<file path="src/rtl/imaenc_pkg.sv">
`timescale 1ns / 1ps
// ----------------------------------------------------------------------------
// imaenc_pkg
// Shared types, constants and tables of the IMA/DVI ADPCM block encoder.
// ----------------------------------------------------------------------------
package imaenc_pkg;

   // Channel geometry
   localparam int NUM_LANES  = 2;
   localparam int SAMPLE_W   = 16;
   localparam int IN_W       = NUM_LANES * SAMPLE_W;
   localparam int BYTE_W     = 8;
   localparam int WORD_W     = 32;
   localparam int LINE_W     = NUM_LANES * WORD_W;
   localparam int CNT_W      = 4;
   localparam int IDX_W      = 7;
   localparam int STEP_W     = 15;
   localparam int IDX_MAX    = 88;

   // Configuration port
   localparam int CSR_ADDR_W = 1;
   localparam int CSR_DATA_W = 14;
   localparam logic [CSR_ADDR_W-1:0] CSR_STEREO      = 1'b0;
   localparam logic [CSR_ADDR_W-1:0] CSR_BLOCK_BYTES = 1'b1;
   localparam logic [CSR_DATA_W-1:0] BLOCK_BYTES_RST = 14'd1024;

   // Block length limits
   localparam int MAX_BLOCK_DEF = 8192;
   localparam int MIN_LEN       = 64;

   localparam logic [STEP_W-1:0] STEP_TABLE [0:IDX_MAX] = '{
      15'd7,     15'd8,     15'd9,     15'd10,    15'd11,    15'd12,    15'd13,
      15'd14,    15'd16,    15'd17,    15'd19,    15'd21,    15'd23,    15'd25,
      15'd28,    15'd31,    15'd34,    15'd37,    15'd41,    15'd45,    15'd50,
      15'd55,    15'd60,    15'd66,    15'd73,    15'd80,    15'd88,    15'd97,
      15'd107,   15'd118,   15'd130,   15'd143,   15'd157,   15'd173,   15'd190,
      15'd209,   15'd230,   15'd253,   15'd279,   15'd307,   15'd337,   15'd371,
      15'd408,   15'd449,   15'd494,   15'd544,   15'd598,   15'd658,   15'd724,
      15'd796,   15'd876,   15'd963,   15'd1060,  15'd1166,  15'd1282,  15'd1411,
      15'd1552,  15'd1707,  15'd1878,  15'd2066,  15'd2272,  15'd2499,  15'd2749,
      15'd3024,  15'd3327,  15'd3660,  15'd4026,  15'd4428,  15'd4871,  15'd5358,
      15'd5894,  15'd6484,  15'd7132,  15'd7845,  15'd8630,  15'd9493,  15'd10442,
      15'd11487, 15'd12635, 15'd13899, 15'd15289, 15'd16818, 15'd18500, 15'd20350,
      15'd22385, 15'd24623, 15'd27086, 15'd29794, 15'd32767
   };

   // Step index adjustment by code magnitude (sign bit does not matter)
   function automatic logic signed [4:0] idx_delta(input logic [2:0] mag);
      logic signed [4:0] d;
      case (mag)
         3'd4:    d = 5'sd2;
         3'd5:    d = 5'sd4;
         3'd6:    d = 5'sd6;
         3'd7:    d = 5'sd8;
         default: d = -5'sd1;
      endcase
      return d;
   endfunction

   // Per-lane control that travels with a sample
   typedef struct packed {
      logic       hdr;
      logic       active;
      logic [2:0] frame;
   } lane_ctl_type;

   // One burst of result bytes waiting in the merge stage
   typedef struct packed {
      logic [LINE_W-1:0] data;
      logic [CNT_W-1:0]  cnt;
      logic              eob;
   } line_type;

   // Control pipeline entry in the top level
   typedef struct packed {
      logic       valid;
      logic       hdr;
      logic       emit;
      logic       eob;
      logic       stereo;
      logic [2:0] frame;
   } pipe_type;

endpackage

</file>
<file path="src/rtl/ima_adpcm_block_encoder.sv">
`timescale 1ns / 1ps
// ----------------------------------------------------------------------------
// ima_adpcm_block_encoder
// IMA/DVI 4-bit ADPCM block encoder, one PCM frame per input transaction.
// ----------------------------------------------------------------------------
// Usage:
//   req_*  carries one frame: left sample in req_tdata[15:0], right sample in
//          req_tdata[31:16] (ignored in mono).
//   rsp_*  carries encoded block bytes, one per transaction. rsp_tlast marks
//          the final byte caused by a frame, rsp_tuser the final byte of a block.
//   csr_*  writes stereo (index 0) and block_bytes (index 1); write only while
//          the block is idle.
// A header frame yields 4 bytes per channel; every eighth later frame yields
// 4 packed-nibble bytes per channel; other frames yield nothing.
// The block takes no new frame while the last one is in lane stage A, as the
// two-stage quantizer lane feeds its predictor back into the next frame. The
// first byte of a burst passes the input register, lane stages A and B and
// the merge stage. The merge stage holds two bursts; a frame that emits
// bytes is held off while two bursts are pending, so a stalled receiver
// backs up to req_tready. Frames that emit nothing keep flowing.
// Reset (synchronous) clears predictors, step indexes, block position, queued
// bursts, and restores mono with a 1024-byte block.
// ----------------------------------------------------------------------------
module ima_adpcm_block_encoder #(
   parameter int MAX_BLOCK = imaenc_pkg::MAX_BLOCK_DEF
) (
   input  logic                                clock,
   input  logic                                reset,
   // frame in: [15:0] sample_left, [31:16] sample_right
   input  logic                                req_tvalid,
   output logic                                req_tready,
   input  logic [imaenc_pkg::IN_W-1:0]         req_tdata,
   // byte out: [7:0] out_byte
   output logic                                rsp_tvalid,
   input  logic                                rsp_tready,
   output logic [imaenc_pkg::BYTE_W-1:0]       rsp_tdata,
   output logic                                rsp_tlast,
   // [0] end_of_block
   output logic                                rsp_tuser,
   input  logic                                csr_we,
   input  logic [imaenc_pkg::CSR_ADDR_W-1:0]   csr_addr,
   input  logic [imaenc_pkg::CSR_DATA_W-1:0]   csr_wdata
);
   import imaenc_pkg::*;

   localparam int BP_W    = $clog2(MAX_BLOCK);
   localparam int LEN_W   = BP_W + 1;
   localparam int MAX_LEN = (MAX_BLOCK / 8) * 8;

   // configuration registers
   logic                  stereo_ff;
   logic [CSR_DATA_W-1:0] bbytes_ff;

   always_ff @(posedge clock) begin
      if (reset) begin
         stereo_ff <= 1'b0;
         bbytes_ff <= BLOCK_BYTES_RST;
      end else if (csr_we) begin
         unique case (csr_addr)
            CSR_STEREO:      stereo_ff <= csr_wdata[0];
            CSR_BLOCK_BYTES: bbytes_ff <= csr_wdata;
            default: ;
         endcase
      end
   end

   // block length: clear low bits, saturate to the legal range
   logic [CSR_DATA_W-1:0] len_full;
   logic [LEN_W-1:0]      blk_len;

   always_comb begin
      len_full = {bbytes_ff[CSR_DATA_W-1:3], 3'b000};
      if (len_full > CSR_DATA_W'(MAX_LEN)) begin
         len_full = CSR_DATA_W'(MAX_LEN);
      end
      if (len_full < CSR_DATA_W'(MIN_LEN)) begin
         len_full = CSR_DATA_W'(MIN_LEN);
      end
      blk_len = len_full[LEN_W-1:0];
   end

   // frame control: decided at accept, independent of sample data
   logic [BP_W-1:0] bp_ff, bp_in;
   logic [2:0]      fic_ff, fic_in;
   logic [1:0]      pend_ff, pend_in;
   pipe_type        s1_ff, s2_ff, s3_ff, s1_in;
   logic [IN_W-1:0] samp_ff;
   logic            hdr_now, emit_now, acc, drain;
   logic [LEN_W-1:0] bp_sum;

   assign hdr_now  = (bp_ff == '0);
   assign emit_now = hdr_now || (fic_ff == 3'd7);
   // no frame while the last is in s1; hold emitting frames while two bursts pend
   assign req_tready = !s1_ff.valid && (!emit_now || pend_ff != 2'd2);
   assign acc   = req_tvalid && req_tready;
   assign drain = rsp_tvalid && rsp_tready && rsp_tlast;

   always_comb begin
      bp_sum       = {1'b0, bp_ff} + (stereo_ff ? LEN_W'(8) : LEN_W'(4));
      s1_in.valid  = acc;
      s1_in.hdr    = hdr_now;
      s1_in.emit   = emit_now;
      s1_in.eob    = emit_now && (bp_sum >= blk_len);
      s1_in.stereo = stereo_ff;
      s1_in.frame  = fic_ff;

      bp_in  = bp_ff;
      fic_in = fic_ff;
      if (acc) begin
         fic_in = hdr_now ? 3'd0 : fic_ff + 3'd1;
         if (emit_now) begin
            bp_in = s1_in.eob ? '0 : bp_sum[BP_W-1:0];
         end
      end

      pend_in = pend_ff;
      if (acc && emit_now && !drain) begin
         pend_in = pend_ff + 2'd1;
      end else if (drain && !(acc && emit_now)) begin
         pend_in = pend_ff - 2'd1;
      end
   end

   always_ff @(posedge clock) begin
      if (reset) begin
         bp_ff       <= '0;
         fic_ff      <= '0;
         pend_ff     <= '0;
         s1_ff.valid <= 1'b0;
         s2_ff.valid <= 1'b0;
         s3_ff.valid <= 1'b0;
      end else begin
         bp_ff       <= bp_in;
         fic_ff      <= fic_in;
         pend_ff     <= pend_in;
         s1_ff.valid <= s1_in.valid;
         s2_ff.valid <= s1_ff.valid;
         s3_ff.valid <= s2_ff.valid;
      end
      {s1_ff.hdr, s1_ff.emit, s1_ff.eob, s1_ff.stereo, s1_ff.frame} <=
         {s1_in.hdr, s1_in.emit, s1_in.eob, s1_in.stereo, s1_in.frame};
      {s2_ff.hdr, s2_ff.emit, s2_ff.eob, s2_ff.stereo, s2_ff.frame} <=
         {s1_ff.hdr, s1_ff.emit, s1_ff.eob, s1_ff.stereo, s1_ff.frame};
      {s3_ff.hdr, s3_ff.emit, s3_ff.eob, s3_ff.stereo, s3_ff.frame} <=
         {s2_ff.hdr, s2_ff.emit, s2_ff.eob, s2_ff.stereo, s2_ff.frame};
      if (acc) begin
         samp_ff <= req_tdata;
      end
   end

   // one quantizer lane per channel
   logic [WORD_W-1:0] lane_word [NUM_LANES];

   for (genvar c = 0; c < NUM_LANES; c++) begin : g_lane
      lane_ctl_type lctl;
      always_comb begin
         lctl.hdr    = s1_ff.hdr;
         lctl.active = (c == 0) || s1_ff.stereo;
         lctl.frame  = s1_ff.frame;
      end
      imaenc_lane u_lane (
         .clock  (clock),
         .reset  (reset),
         .start  (s1_ff.valid),
         .sample ($signed(samp_ff[c*SAMPLE_W +: SAMPLE_W])),
         .ctl    (lctl),
         .word   (lane_word[c])
      );
   end

   // byte bursts out, channel 0 first, low byte first
   imaenc_merge u_merge (
      .clock      (clock),
      .reset      (reset),
      .load       (s3_ff.valid && s3_ff.emit),
      .stereo     (s3_ff.stereo),
      .eob        (s3_ff.eob),
      .word0      (lane_word[0]),
      .word1      (lane_word[1]),
      .rsp_tvalid (rsp_tvalid),
      .rsp_tready (rsp_tready),
      .rsp_tdata  (rsp_tdata),
      .rsp_tlast  (rsp_tlast),
      .rsp_tuser  (rsp_tuser)
   );

endmodule

</file>
<file path="src/rtl/imaenc_lane.sv">
`timescale 1ns / 1ps
// ----------------------------------------------------------------------------
// imaenc_lane
// One channel: header capture or 4-bit IMA quantizer with predictor state.
// ----------------------------------------------------------------------------
module imaenc_lane (
   input  logic                                 clock,
   input  logic                                 reset,
   input  logic                                 start,
   input  logic signed [imaenc_pkg::SAMPLE_W-1:0] sample,
   input  imaenc_pkg::lane_ctl_type             ctl,
   output logic [imaenc_pkg::WORD_W-1:0]        word
);
   import imaenc_pkg::*;

   // channel state
   logic signed [SAMPLE_W-1:0] pred_ff, pred_in;
   logic [IDX_W-1:0]           idx_ff, idx_in;
   logic [WORD_W-1:0]          word_ff, word_in;

   // stage A -> stage B
   logic                       v_ff;
   lane_ctl_type               ctl_ff;
   logic signed [SAMPLE_W-1:0] samp_ff;
   logic [SAMPLE_W-1:0]        mag_ff, mag_in;
   logic                       neg_ff, neg_in;
   logic [STEP_W-1:0]          step_ff, step_in;
   logic [IDX_W-1:0]           idxc_ff, idxc_in;

   // stage A: difference, magnitude, step lookup
   always_comb begin
      logic signed [SAMPLE_W:0] diff;
      logic [SAMPLE_W:0]        absd;
      idxc_in = (idx_ff > IDX_W'(IDX_MAX)) ? IDX_W'(IDX_MAX) : idx_ff;
      step_in = STEP_TABLE[idxc_in];
      diff    = {sample[SAMPLE_W-1], sample} - {pred_ff[SAMPLE_W-1], pred_ff};
      neg_in  = diff[SAMPLE_W];
      absd    = neg_in ? (~diff + 1'b1) : diff;
      mag_in  = absd[SAMPLE_W-1:0];
   end

   always_ff @(posedge clock) begin
      if (reset) begin
         v_ff <= 1'b0;
      end else begin
         v_ff <= start;
      end
      ctl_ff  <= ctl;
      samp_ff <= sample;
      mag_ff  <= mag_in;
      neg_ff  <= neg_in;
      step_ff <= step_in;
      idxc_ff <= idxc_in;
   end

   // stage B: successive approximation, predictor and index update
   always_comb begin
      logic [SAMPLE_W:0]        d0, d1, d2;
      logic [SAMPLE_W:0]        s0, s1, s2;
      logic [SAMPLE_W:0]        vp;
      logic                     b2, b1, b0;
      logic [3:0]               code;
      logic signed [SAMPLE_W+1:0] np, dv;
      logic signed [IDX_W:0]    ni;

      s0 = {2'b00, step_ff};
      s1 = s0 >> 1;
      s2 = s0 >> 2;
      vp = s0 >> 3;
      d0 = {1'b0, mag_ff};
      b2 = (d0 >= s0);
      d1 = b2 ? d0 - s0 : d0;
      vp = b2 ? vp + s0 : vp;
      b1 = (d1 >= s1);
      d2 = b1 ? d1 - s1 : d1;
      vp = b1 ? vp + s1 : vp;
      b0 = (d2 >= s2);
      vp = b0 ? vp + s2 : vp;
      code = {neg_ff, b2, b1, b0};

      dv = $signed({1'b0, vp});
      np = $signed({{2{pred_ff[SAMPLE_W-1]}}, pred_ff}) + (neg_ff ? -dv : dv);
      ni = $signed({1'b0, idxc_ff}) + IDX_W'(signed'(idx_delta(code[2:0])));

      pred_in = pred_ff;
      idx_in  = idx_ff;
      word_in = word_ff;
      if (v_ff) begin
         if (ctl_ff.hdr) begin
            if (ctl_ff.active) begin
               pred_in = samp_ff;
               word_in = {8'h00, 1'b0, idx_ff, samp_ff};
            end
         end else begin
            if (ctl_ff.active) begin
               if (np > 18'sd32767) begin
                  pred_in = 16'sh7FFF;
               end else if (np < -18'sd32768) begin
                  pred_in = -16'sh8000;
               end else begin
                  pred_in = np[SAMPLE_W-1:0];
               end
               if (ni < 0) begin
                  idx_in = '0;
               end else if (ni > (IDX_W+1)'(IDX_MAX)) begin
                  idx_in = IDX_W'(IDX_MAX);
               end else begin
                  idx_in = ni[IDX_W-1:0];
               end
            end
            // clear the nibble store at the first frame of a chunk
            if (ctl_ff.frame == 3'd0) begin
               word_in = ctl_ff.active ? {28'd0, code} : '0;
            end else if (ctl_ff.active) begin
               word_in = word_ff | ({28'd0, code} << {ctl_ff.frame, 2'b00});
            end
         end
      end
   end

   always_ff @(posedge clock) begin
      if (reset) begin
         pred_ff <= '0;
         idx_ff  <= '0;
      end else begin
         pred_ff <= pred_in;
         idx_ff  <= idx_in;
      end
      word_ff <= word_in;
   end

   assign word = word_ff;

endmodule

</file>
<file path="src/rtl/imaenc_merge.sv">
`timescale 1ns / 1ps
// ----------------------------------------------------------------------------
// imaenc_merge
// Combine lane words into byte bursts and drain them one byte per transaction.
// ----------------------------------------------------------------------------
module imaenc_merge (
   input  logic                                clock,
   input  logic                                reset,
   input  logic                                load,
   input  logic                                stereo,
   input  logic                                eob,
   input  logic [imaenc_pkg::WORD_W-1:0]       word0,
   input  logic [imaenc_pkg::WORD_W-1:0]       word1,
   output logic                                rsp_tvalid,
   input  logic                                rsp_tready,
   output logic [imaenc_pkg::BYTE_W-1:0]       rsp_tdata,
   output logic                                rsp_tlast,
   output logic                                rsp_tuser
);
   import imaenc_pkg::*;

   line_type a_ff, a_in;
   line_type b_ff, b_in;
   line_type fresh;
   logic     a_valid, b_valid, pop, a_free;

   always_comb begin
      fresh.data = stereo ? {word1, word0} : {{WORD_W{1'b0}}, word0};
      fresh.cnt  = stereo ? CNT_W'(2 * WORD_W / BYTE_W) : CNT_W'(WORD_W / BYTE_W);
      fresh.eob  = eob;
   end

   assign a_valid = (a_ff.cnt != '0);
   assign b_valid = (b_ff.cnt != '0);
   assign pop     = a_valid && rsp_tready;
   assign a_free  = !a_valid || (pop && a_ff.cnt == CNT_W'(1));

   always_comb begin
      a_in = a_ff;
      b_in = b_ff;
      if (a_free) begin
         if (b_valid) begin
            a_in = b_ff;
            b_in = load ? fresh : '0;
         end else begin
            a_in = load ? fresh : '0;
         end
      end else begin
         if (pop) begin
            a_in.data = a_ff.data >> BYTE_W;
            a_in.cnt  = a_ff.cnt - 1'b1;
         end
         if (load) begin
            b_in = fresh;
         end
      end
   end

   always_ff @(posedge clock) begin
      if (reset) begin
         a_ff.cnt <= '0;
         b_ff.cnt <= '0;
      end else begin
         a_ff.cnt <= a_in.cnt;
         b_ff.cnt <= b_in.cnt;
      end
      a_ff.data <= a_in.data;
      a_ff.eob  <= a_in.eob;
      b_ff.data <= b_in.data;
      b_ff.eob  <= b_in.eob;
   end

   assign rsp_tvalid = a_valid;
   assign rsp_tdata  = a_ff.data[BYTE_W-1:0];
   assign rsp_tlast  = (a_ff.cnt == CNT_W'(1));
   assign rsp_tuser  = a_ff.eob && (a_ff.cnt == CNT_W'(1));

endmodule

</file>
<file path="config.mk">
export PLATFORM = sky130hd
export DESIGN_NAME = ima_adpcm_block_encoder
export DESIGN_NICKNAME = d
export VERILOG_FILES = /design/src/rtl/imaenc_pkg.sv /design/src/rtl/ima_adpcm_block_encoder.sv /design/src/rtl/imaenc_lane.sv /design/src/rtl/imaenc_merge.sv
export SDC_FILE = /design/constraint.sdc
export NUM_CORES = 2
export LEC_CHECK = 0
export BUFFER_PORTS_ARGS = -buffer_cell sky130_fd_sc_hd__clkbuf_2
export CORE_ASPECT_RATIO = 2
export CORE_MARGIN = 3
export CORE_UTILIZATION = 40
export DETAILED_ROUTE_END_ITERATION = 6
export GPL_TIMING_DRIVEN = 0
export PLACE_DENSITY = 0.55
export SLEW_MARGIN = 20
export SYNTH_ARGS = -nofsm -noshare
export SYNTH_HDL_FRONTEND = slang
export SYNTH_SLANG_ARGS = --single-unit
</file>
<file path="constraint.sdc">
create_clock -name clock -period 15.8 [get_ports clock]
set_clock_uncertainty 0.05 [all_clocks]
set_input_delay 2.37 -clock clock [delete_from_list [all_inputs] [get_ports clock]]
set_output_delay 2.37 -clock clock [all_outputs]
set_load 0.01 [all_outputs]
</file>
* Yosys cells after proc, flatten, opt, wreduce, memory -nomap -nowiden
Memories as Yosys holds them, arrays and structs flattened. A register that Yosys moved wholly into a read port is not among the register bits. Cells that the tools add are included.
Word-level totals: output and inout bits 12, bits in latches 0, memories 2, logic and storage cells 200, bits in registers 413, memory bits (writable) 0, bits in read-only memories 3840, bits of input ports 52
Cells by class: $add $sub $neg 25, shift operators 2, bitwise logic cells 8, muxes and demuxes 53, $lt $le $gt $ge 19, divide/modulo/power cells 0, multiply operators 0, equal/unequal tests 13, reductions and logical operators 35
Memories:
- (name not given) | words 128, width 15, rd ports 1, clocked after Yosys merged registers in 1, write ports 0, line imaenc_lane.sv:35 | step_in = STEP_TABLE[idxc_in];
- (name not given) | words 128, width 15, rd ports 1, clocked after Yosys merged registers in 1, write ports 0, line imaenc_lane.sv:35
Operator list (count):
- 69-bit two-way mux | 5
- 17-bit two-way mux | 10
- 16-bit two-way mux | 10
- 68-bit two-way mux | 2
- 32-bit two-way mux | 4
- 64-bit two-way mux | 1
- 32-bit OR | 2
- 4-bit by 5-bit << shifter with 32-bit output | 2
- 23-bit two-way mux | 2
- 7-bit two-way mux | 6
- 5-bit one-hot mux with 4 select lines | 2
- 16-bit by 18-bit adder with 18-bit output | 2
- 18-bit by 16-bit > comparator with 1-bit output, second input constant | 2
- 18-bit by 16-bit < comparator with 1-bit output, second input constant | 2
- 18-bit two-way mux | 2
- 17-bit negator with 18-bit output | 2
- 17-bit by 13-bit adder with 17-bit output | 2
- 17-bit by 14-bit adder with 17-bit output | 2
- 17-bit by 13-bit >= comparator with 1-bit output | 2
- 17-bit by 14-bit >= comparator with 1-bit output | 2
- 16-bit by 15-bit subtractor with 17-bit output | 2
- 16-bit by 16-bit subtractor with 17-bit output | 2
- 17-bit by 14-bit subtractor with 17-bit output | 2
- 12-bit by 15-bit adder with 16-bit output | 2
- other kinds (36) | 83

* Depth between registers and ports, before layout
depth in word-level cells 14, gate-level depth with buffers 62, depth with buffers taken out 52

* Cells and area by module
Synthesis repeated with hierarchy kept, for this count alone.
Unflattened totals: cell total of the unflattened synthesis 4250, area, all modules 35109.9 um^2
Modules (own cells, without submodules):
- imaenc_lane (g_lane[1].u_lane) | sequential area each 2642.5 um^2, instances 1, cells each 1740, area an instance 12882.4 um^2
- imaenc_lane (g_lane[0].u_lane) | sequential area each 2642.5 um^2, instances 1, cells each 1699, area an instance 12742.2 um^2
- imaenc_merge | sequential area each 4023.9 um^2, instances 1, cells each 523, area an instance 6362.4 um^2
- ima_adpcm_block_encoder | sequential area each 1841.8 um^2, instances 1, cells each 288, area an instance 3123.0 um^2

* Worst setup path before layout
No wires, ideal clock.
path kind reg2reg, from reg g_lane[1].u_lane.step_ff[4], to reg g_lane[1].u_lane.pred_ff[10], arrival 12.042 ns, required time 15.612 ns, buffers on the path 9, stages on the path, launching flop included 58, path slack 3.570 ns, clock period less this slack 12.230 ns, setup time 0.138 ns, cell sequence dfxtp_1 -> inv_1 -> ha_1 -> a21o_1 -> a31o_2 -> o21ai_1 -> a31oi_1 -> a21o_1 -> buf_4 -> inv_2 -> clkbuf_1 -> clkbuf_1 -> mux2i_1 -> inv_1 -> ha_1 -> nor2b_1 -> o31a_1 -> o41ai_1 -> [... 22 more ...] -> nor2_1 -> a21oi_1 -> ha_1 -> a21o_1 -> a21o_1 -> a21o_1 -> a21o_1 -> a21oi_1 -> o21ai_0 -> o41ai_1 -> o2111ai_1 -> a21oi_1 -> xnor2_1 -> and2_1 -> a221o_1 -> nor3b_2 -> clkbuf_1 -> o221ai_1
On the way: cells in the longest elaborated chain, start to end 14, elaborated cells between the ends (all ways) 22, those cells by class add/sub (7); order compare (5); mux (10)
Ends and longest elaborated chain:
- start: declaration | line imaenc_lane.sv:27 | logic [STEP_W-1:0] step_ff, step_in;
- 12-bit by 15-bit adder with 16-bit output, or another cell as far along | line imaenc_lane.sv:73 | vp = b2 ? vp + s0 : vp;
- 17-bit two-way mux (on tied branches) | line imaenc_lane.sv:73, imaenc_lane.sv:72
- 17-bit by 14-bit adder with 17-bit output, or another cell as far along | line imaenc_lane.sv:76 | vp = b1 ? vp + s1 : vp;
- 17-bit two-way mux (on tied branches) | line imaenc_lane.sv:76, imaenc_lane.sv:75
- 17-bit by 13-bit adder with 17-bit output or 17-bit by 13-bit >= comparator with 1-bit output (tied branches) | line imaenc_lane.sv:78, imaenc_lane.sv:77
- 17-bit two-way mux (*) | line imaenc_lane.sv:78 | vp = b0 ? vp + s2 : vp;
- 17-bit negator with 18-bit output | line imaenc_lane.sv:82 | np = $signed({{2{pred_ff[SAMPLE_W-1]}}, pred_ff}) + (neg_ff ? -dv : dv);
- 18-bit two-way mux (*) | line imaenc_lane.sv:82
- 16-bit by 18-bit adder with 18-bit output (*) | line imaenc_lane.sv:82
- 18-bit by 16-bit < comparator with 1-bit output | line imaenc_lane.sv:98 | end else if (np < -18'sd32768) begin
- 16-bit two-way mux | line imaenc_lane.sv:98
- 16-bit two-way mux (*) | line imaenc_lane.sv:96 | if (np > 18'sd32767) begin
- 16-bit two-way mux (*) | line imaenc_lane.sv:95 | if (ctl_ff.active) begin
- 16-bit two-way mux (*) | line imaenc_lane.sv:89 | if (ctl_ff.hdr) begin
- end signal: assignment | line imaenc_lane.sv:126 | pred_ff <= pred_in;
- end: declaration | line imaenc_lane.sv:17 | logic signed [SAMPLE_W-1:0] pred_ff, pred_in;
Mark *: on every way between the ends. The rest lies on a longest branch, timed or not. The select of a mux whose other input is x is not followed. A chain may end at the register's enable or synchronous reset.

* Worst setup path after layout
from reg g_lane[1].u_lane.step_ff[2], to reg g_lane[1].u_lane.pred_ff[7]
The elaborated chain is that of the path after synthesis.

==> impl_metrics.xml <==
<?xml version="1.0" encoding="UTF-8"?>
<metrics>
  <group name="outcome">
    <metric name="status" unit="">finished clean</metric>
  </group>
  <group name="synth">
    <metric name="synth.largest_area_cell" unit="">edfxtp_1</metric>
    <metric name="synthesis.area" unit="um2">33500</metric>
    <metric name="syn_avg_cell_area" unit="um2">8.38</metric>
    <metric name="ys_types" unit="">113</metric>
    <metric name="synthMuxAreaShare" unit="">0.0226</metric>
    <metric name="mappedNetlistNets" unit="">4361</metric>
    <metric name="ys_seq_area_frac" unit="">0.328</metric>
    <metric name="post-synth-top-count-cell" unit="">nand2_1</metric>
    <metric name="synthCells" unit="">4000</metric>
    <metric name="synth.top_cells.by_count" unit="">456 x nand2_1, 339 x a21oi_1, 323 x o21ai_0</metric>
    <metric name="synth_simple_gate_area_share" unit="">0.172</metric>
    <metric name="yosys.area.top_type_share" unit="">0.202</metric>
    <metric name="synth_seq_cells" unit="">436</metric>
    <metric name="count_of_flip_flops_with_a_built_in_enable_after_synthesis" unit="">226</metric>
    <metric name="xor_xnor_fraction_of_synth_area" unit="">0.0627</metric>
    <metric name="async_reset_ff_frac" unit="">0</metric>
    <metric name="synth-adder-area-share" unit="">0.119</metric>
    <metric name="synth_top_family_by_area" unit="">compound AO/OA/AOI/OAI gates</metric>
    <metric name="dominantRegCellSynth" unit="">edfxtp_1</metric>
    <metric name="ys.warnings.count" unit="">0</metric>
    <metric name="compound_gate_portion_of_the_synthesized_area" unit="">0.245</metric>
    <metric name="synth.area.top_cells" unit="">edfxtp_1 20%, dfxtp_1 13%, ha_1 11%</metric>
  </group>
  <group name="setup_path">
    <metric name="path_common_cell" unit="">a21oi_1</metric>
    <metric name="required" unit="ps">16230</metric>
    <metric name="end_kind" unit="">register</metric>
    <metric name="worstPathMaxFanout" unit="">15</metric>
    <metric name="crit_path_max_incr_delay" unit="ps">640</metric>
    <metric name="critical_path.reg2reg.endpoint" unit="">g_lane[1].u_lane.pred_ff[7]</metric>
    <metric name="launch_instance_of_the_worst_register_to_register_path" unit="">g_lane[1].u_lane.step_ff[2]</metric>
    <metric name="kind_of_critical_path" unit="">register to register</metric>
    <metric name="setup.worst_path.start_class" unit="">register</metric>
    <metric name="termination_of_the_worst_setup_path" unit="">g_lane[1].u_lane.pred_ff[7]</metric>
    <metric name="worstRegToRegCells" unit="">58</metric>
    <metric name="cp_data_arrival_time" unit="ps">15450</metric>
    <metric name="startpoint" unit="">g_lane[1].u_lane.step_ff[2]</metric>
    <metric name="regToRegSetupSlack" unit="ps">780</metric>
    <metric name="slowest_stage" unit="">a31oi_1</metric>
  </group>
  <group name="grt">
    <metric name="grt_usage" unit="">0.291</metric>
    <metric name="antenna_violations_before_repair" unit="">2</metric>
    <metric name="leftover_overflow_at_the_end_of_global_routing" unit="">0</metric>
    <metric name="largest_net_degree_at_the_start_of_global_routing" unit="">56</metric>
    <metric name="global_route_wire_length_before_repair" unit="mm">194</metric>
    <metric name="first_global_vias" unit="">32300</metric>
  </group>
  <group name="flow_run">
    <metric name="maxCapViolCount" unit="">0</metric>
  </group>
  <group name="timing">
    <metric name="remaining_max_slew_budget_at_the_tightest_pin" unit="">0.275</metric>
    <metric name="grt_setup_unrepaired" unit="">false</metric>
    <metric name="worst_slew_pin_slew" unit="ps">1090</metric>
    <metric name="whs" unit="ps">277</metric>
    <metric name="max_freq" unit="GHz">0.0666</metric>
    <metric name="timing.final.crit_period" unit="ps">15020</metric>
    <metric name="fin_crit_sh" unit="">0.951</metric>
    <metric name="timing.final.setup_violations" unit="">0</metric>
    <metric name="setup-tns-final" unit="ps">0</metric>
    <metric name="final_max_tran_viols" unit="">0</metric>
    <metric name="finalHoldViolations" unit="">0</metric>
  </group>
  <group name="die">
    <metric name="die_x_extent" unit="um">211</metric>
    <metric name="num_rows" unit="">149</metric>
    <metric name="floorplan.die.height" unit="um">415</metric>
    <metric name="die_area" unit="um2">87500</metric>
    <metric name="floorplan.core_area" unit="um2">82800</metric>
    <metric name="pin_count" unit="">64</metric>
    <metric name="initial_cell_density_of_the_core" unit="">0.405</metric>
  </group>
  <group name="placement">
    <metric name="io_buffer_count" unit="">61</metric>
    <metric name="hpwl" unit="mm">105</metric>
    <metric name="place.gp.congestion" unit="">0.992</metric>
  </group>
  <group name="detailed_routing">
    <metric name="routed_via_density" unit="">6.00</metric>
    <metric name="routed_wire_length" unit="mm">130</metric>
    <metric name="drt_first_pass_iters" unit="">6</metric>
    <metric name="drt_drc_violations_left" unit="">0</metric>
    <metric name="drt_first_iter_violations" unit="">1925</metric>
    <metric name="drtAntennaViolNets" unit="">0</metric>
    <metric name="wl_per_cell" unit="um">25.0</metric>
    <metric name="total_vias_in_the_final_route" unit="">31200</metric>
  </group>
  <group name="clocking">
    <metric name="cts_hold_buffers_added" unit="">0</metric>
    <metric name="ctsLongestPathBuffers" unit="">3</metric>
    <metric name="clock-root-buffer" unit="">clkbuf_16</metric>
    <metric name="tritoncts_clock_tree" unit="">yes</metric>
    <metric name="cts_num_sinks" unit="">436</metric>
    <metric name="h-tree-depth" unit="">2</metric>
    <metric name="clkLatencyLatePin" unit="ps">600</metric>
    <metric name="clkTransAtPathRegs" unit="ps">70</metric>
    <metric name="cts_made_buffers" unit="">42</metric>
  </group>
  <group name="cells_and_area">
    <metric name="multi_input_gate_area" unit="um2">21000</metric>
    <metric name="flow.area_growth_from_synthesis" unit="%">10.3</metric>
    <metric name="layout.area.seq" unit="um2">11000</metric>
    <metric name="final.fill_count" unit="">8464</metric>
    <metric name="post_route_cells_drive_above_1_share" unit="">0.0697</metric>
    <metric name="utilization_after_layout" unit="">0.447</metric>
    <metric name="nets_finish" unit="">4478</metric>
  </group>
  <group name="power">
    <metric name="power_per_cell_area" unit="nW/um2">247</metric>
    <metric name="leakage" unit="nW">15.2</metric>
    <metric name="post-layout-total-power" unit="mW">9.14</metric>
    <metric name="peakVddDrop" unit="mV">0.203</metric>
  </group>
  <group name="min_path">
    <metric name="hp-class" unit="">register to register</metric>
  </group>
</metrics>
[report_power, final]
group | internal, mW | switching (mW) | leakage, nW | total, mW
Clock | 0.607 | 0.481 | 0.701 | 1.09
Combinational | 2.33 | 3.99 | 10.5 | 6.32
Sequential | 1.56 | 0.168 | 3.98 | 1.73
Total | 4.50 | 4.64 | 15.2 | 9.14
[timing repair]
action,4_1_cts,5_1_grt
endpoints found under the hold margin,0,0
gates resized for setup,22,22
setup buffers,0,6
pin swaps,0,1
setup endpoints to repair,32,31
[cells in the final DEF (no fill, tap or decap), types with 14 or more instances in the layout]
master / instances
nand2_1: 455
a21oi_1: 338
o21ai_0: 322
nor2_1: 304
ha_1: 292
edfxtp_1: 226
inv_1: 209
dfxtp_1: 207
clkbuf_1: 159
xnor2_1: 156
a21o_1: 90
xor2_1: 84
a22oi_1: 82
clkbuf_2: 78
nand3_1: 75
nor3_1: 69
and3_1: 59
mux2i_1: 52
and2_1: 50
a31oi_1: 47
o21a_1: 47
nand2b_1: 44
clkbuf_16: 43
nor2b_1: 37
a211oi_1: 35
o211ai_1: 32
or3_1: 32
o31ai_1: 30
o22ai_1: 28
o221ai_1: 26
o21bai_1: 25
buf_4: 20
nand4_1: 17
fa_1: 17
nor4_1: 16
a21boi_0: 15
mux2_2: 15
a31o_2: 14
[cells by family (layout without fill, tap and decap cells)]
logic type	after synthesis	count (layout)
other	0	2
AOI/OAI and AO/OA	1281	1281
xor gates and xnor gates	240	240
and+or+nand+nor	1233	1233
adders and majority gates	309	309
muxes	71	71
buffers and inverters	430	579
DFF	436	436
[how the worst min path moves through the flow]
| stage | slack, ps | endpoint | cells past startpoint | start |
|---|---|---|---|---|
| floorplan | 260 | g_lane[1].u_lane.ctl_ff[0] | 0 | g_lane[0].lctl[0] |
| global route | 280 | g_lane[1].u_lane.ctl_ff[0] | 0 | g_lane[0].lctl[0] |
| finish | 280 | g_lane[1].u_lane.ctl_ff[1] | 0 | g_lane[0].lctl[1] |
| global placement | 260 | g_lane[1].u_lane.ctl_ff[0] | 0 | g_lane[0].lctl[0] |
| detailed placement | 260 | g_lane[1].u_lane.ctl_ff[1] | 0 | g_lane[0].lctl[1] |
| CTS | 280 | g_lane[1].u_lane.ctl_ff[3] | 0 | g_lane[1].lctl[3] |
[routing by layer]
metal | vias up | GRT usage | wire length, um
met5 | - | 0 | 0
met2 | 998 | 0.581 | 71900
li1 | 14800 | - | -
met3 | 524 | 0.0318 | 4300
met1 | 14900 | 0.245 | 40100
met4 | 0 | 0.254 | 14100
[worst max-delay path, delay by kind of cell, from the launching register on]
kind            cells  cell delay (ps)
compound gates     28             6810
xor+xnor            1              140
fa+ha+maj           5             1590
buf+inv            14             3880
flops               1              590
mux                 1              350
simple gates        9             1490
[per-stage QoR]
step | setup WS (ps) | instances | cell area (um2)
after CTS | 38.0 | 5202 | 36900
after global placement | -1340 | 5118 | 35200
after detailed placement | -1330 | 5127 | 35400
final | 777 | 5208 | 37000
after floorplan | 3570 | 4000 | 33500
after global routing | 24.1 | 5206 | 37000
[final cells by class]
| type | instances | share of cell area |
|---|---|---|
| multi-input cells | 3134 | 0.567 |
| well taps | 1057 | 0.0358 |
| diodes | 2 | 0.000135 |
| clock buffers | 54 | 0.0313 |
| flip-flops and latches | 436 | 0.297 |
| clock inverters | 22 | 0.00751 |
| inverters | 219 | 0.0224 |
| repair buffers | 76 | 0.0147 |
| plain buffers | 208 | 0.0240 |
[registers in the layout (all words and copies together), names as in the netlist, 14 cells and up]
name / count
g_lane.u_lane.samp_ff: 32
g_lane.u_lane.idx_ff: 14
u_merge.b_ff: 67
g_lane.u_lane.step_ff: 30
g_lane.u_lane.mag_ff: 32
g_lane.u_lane.idxc_ff: 14
u_merge.a_ff: 61
g_lane.u_lane.word: 64
g_lane.u_lane.pred_ff: 32
samp_ff: 32
Note: power is estimated with default switching activity, not from simulation.
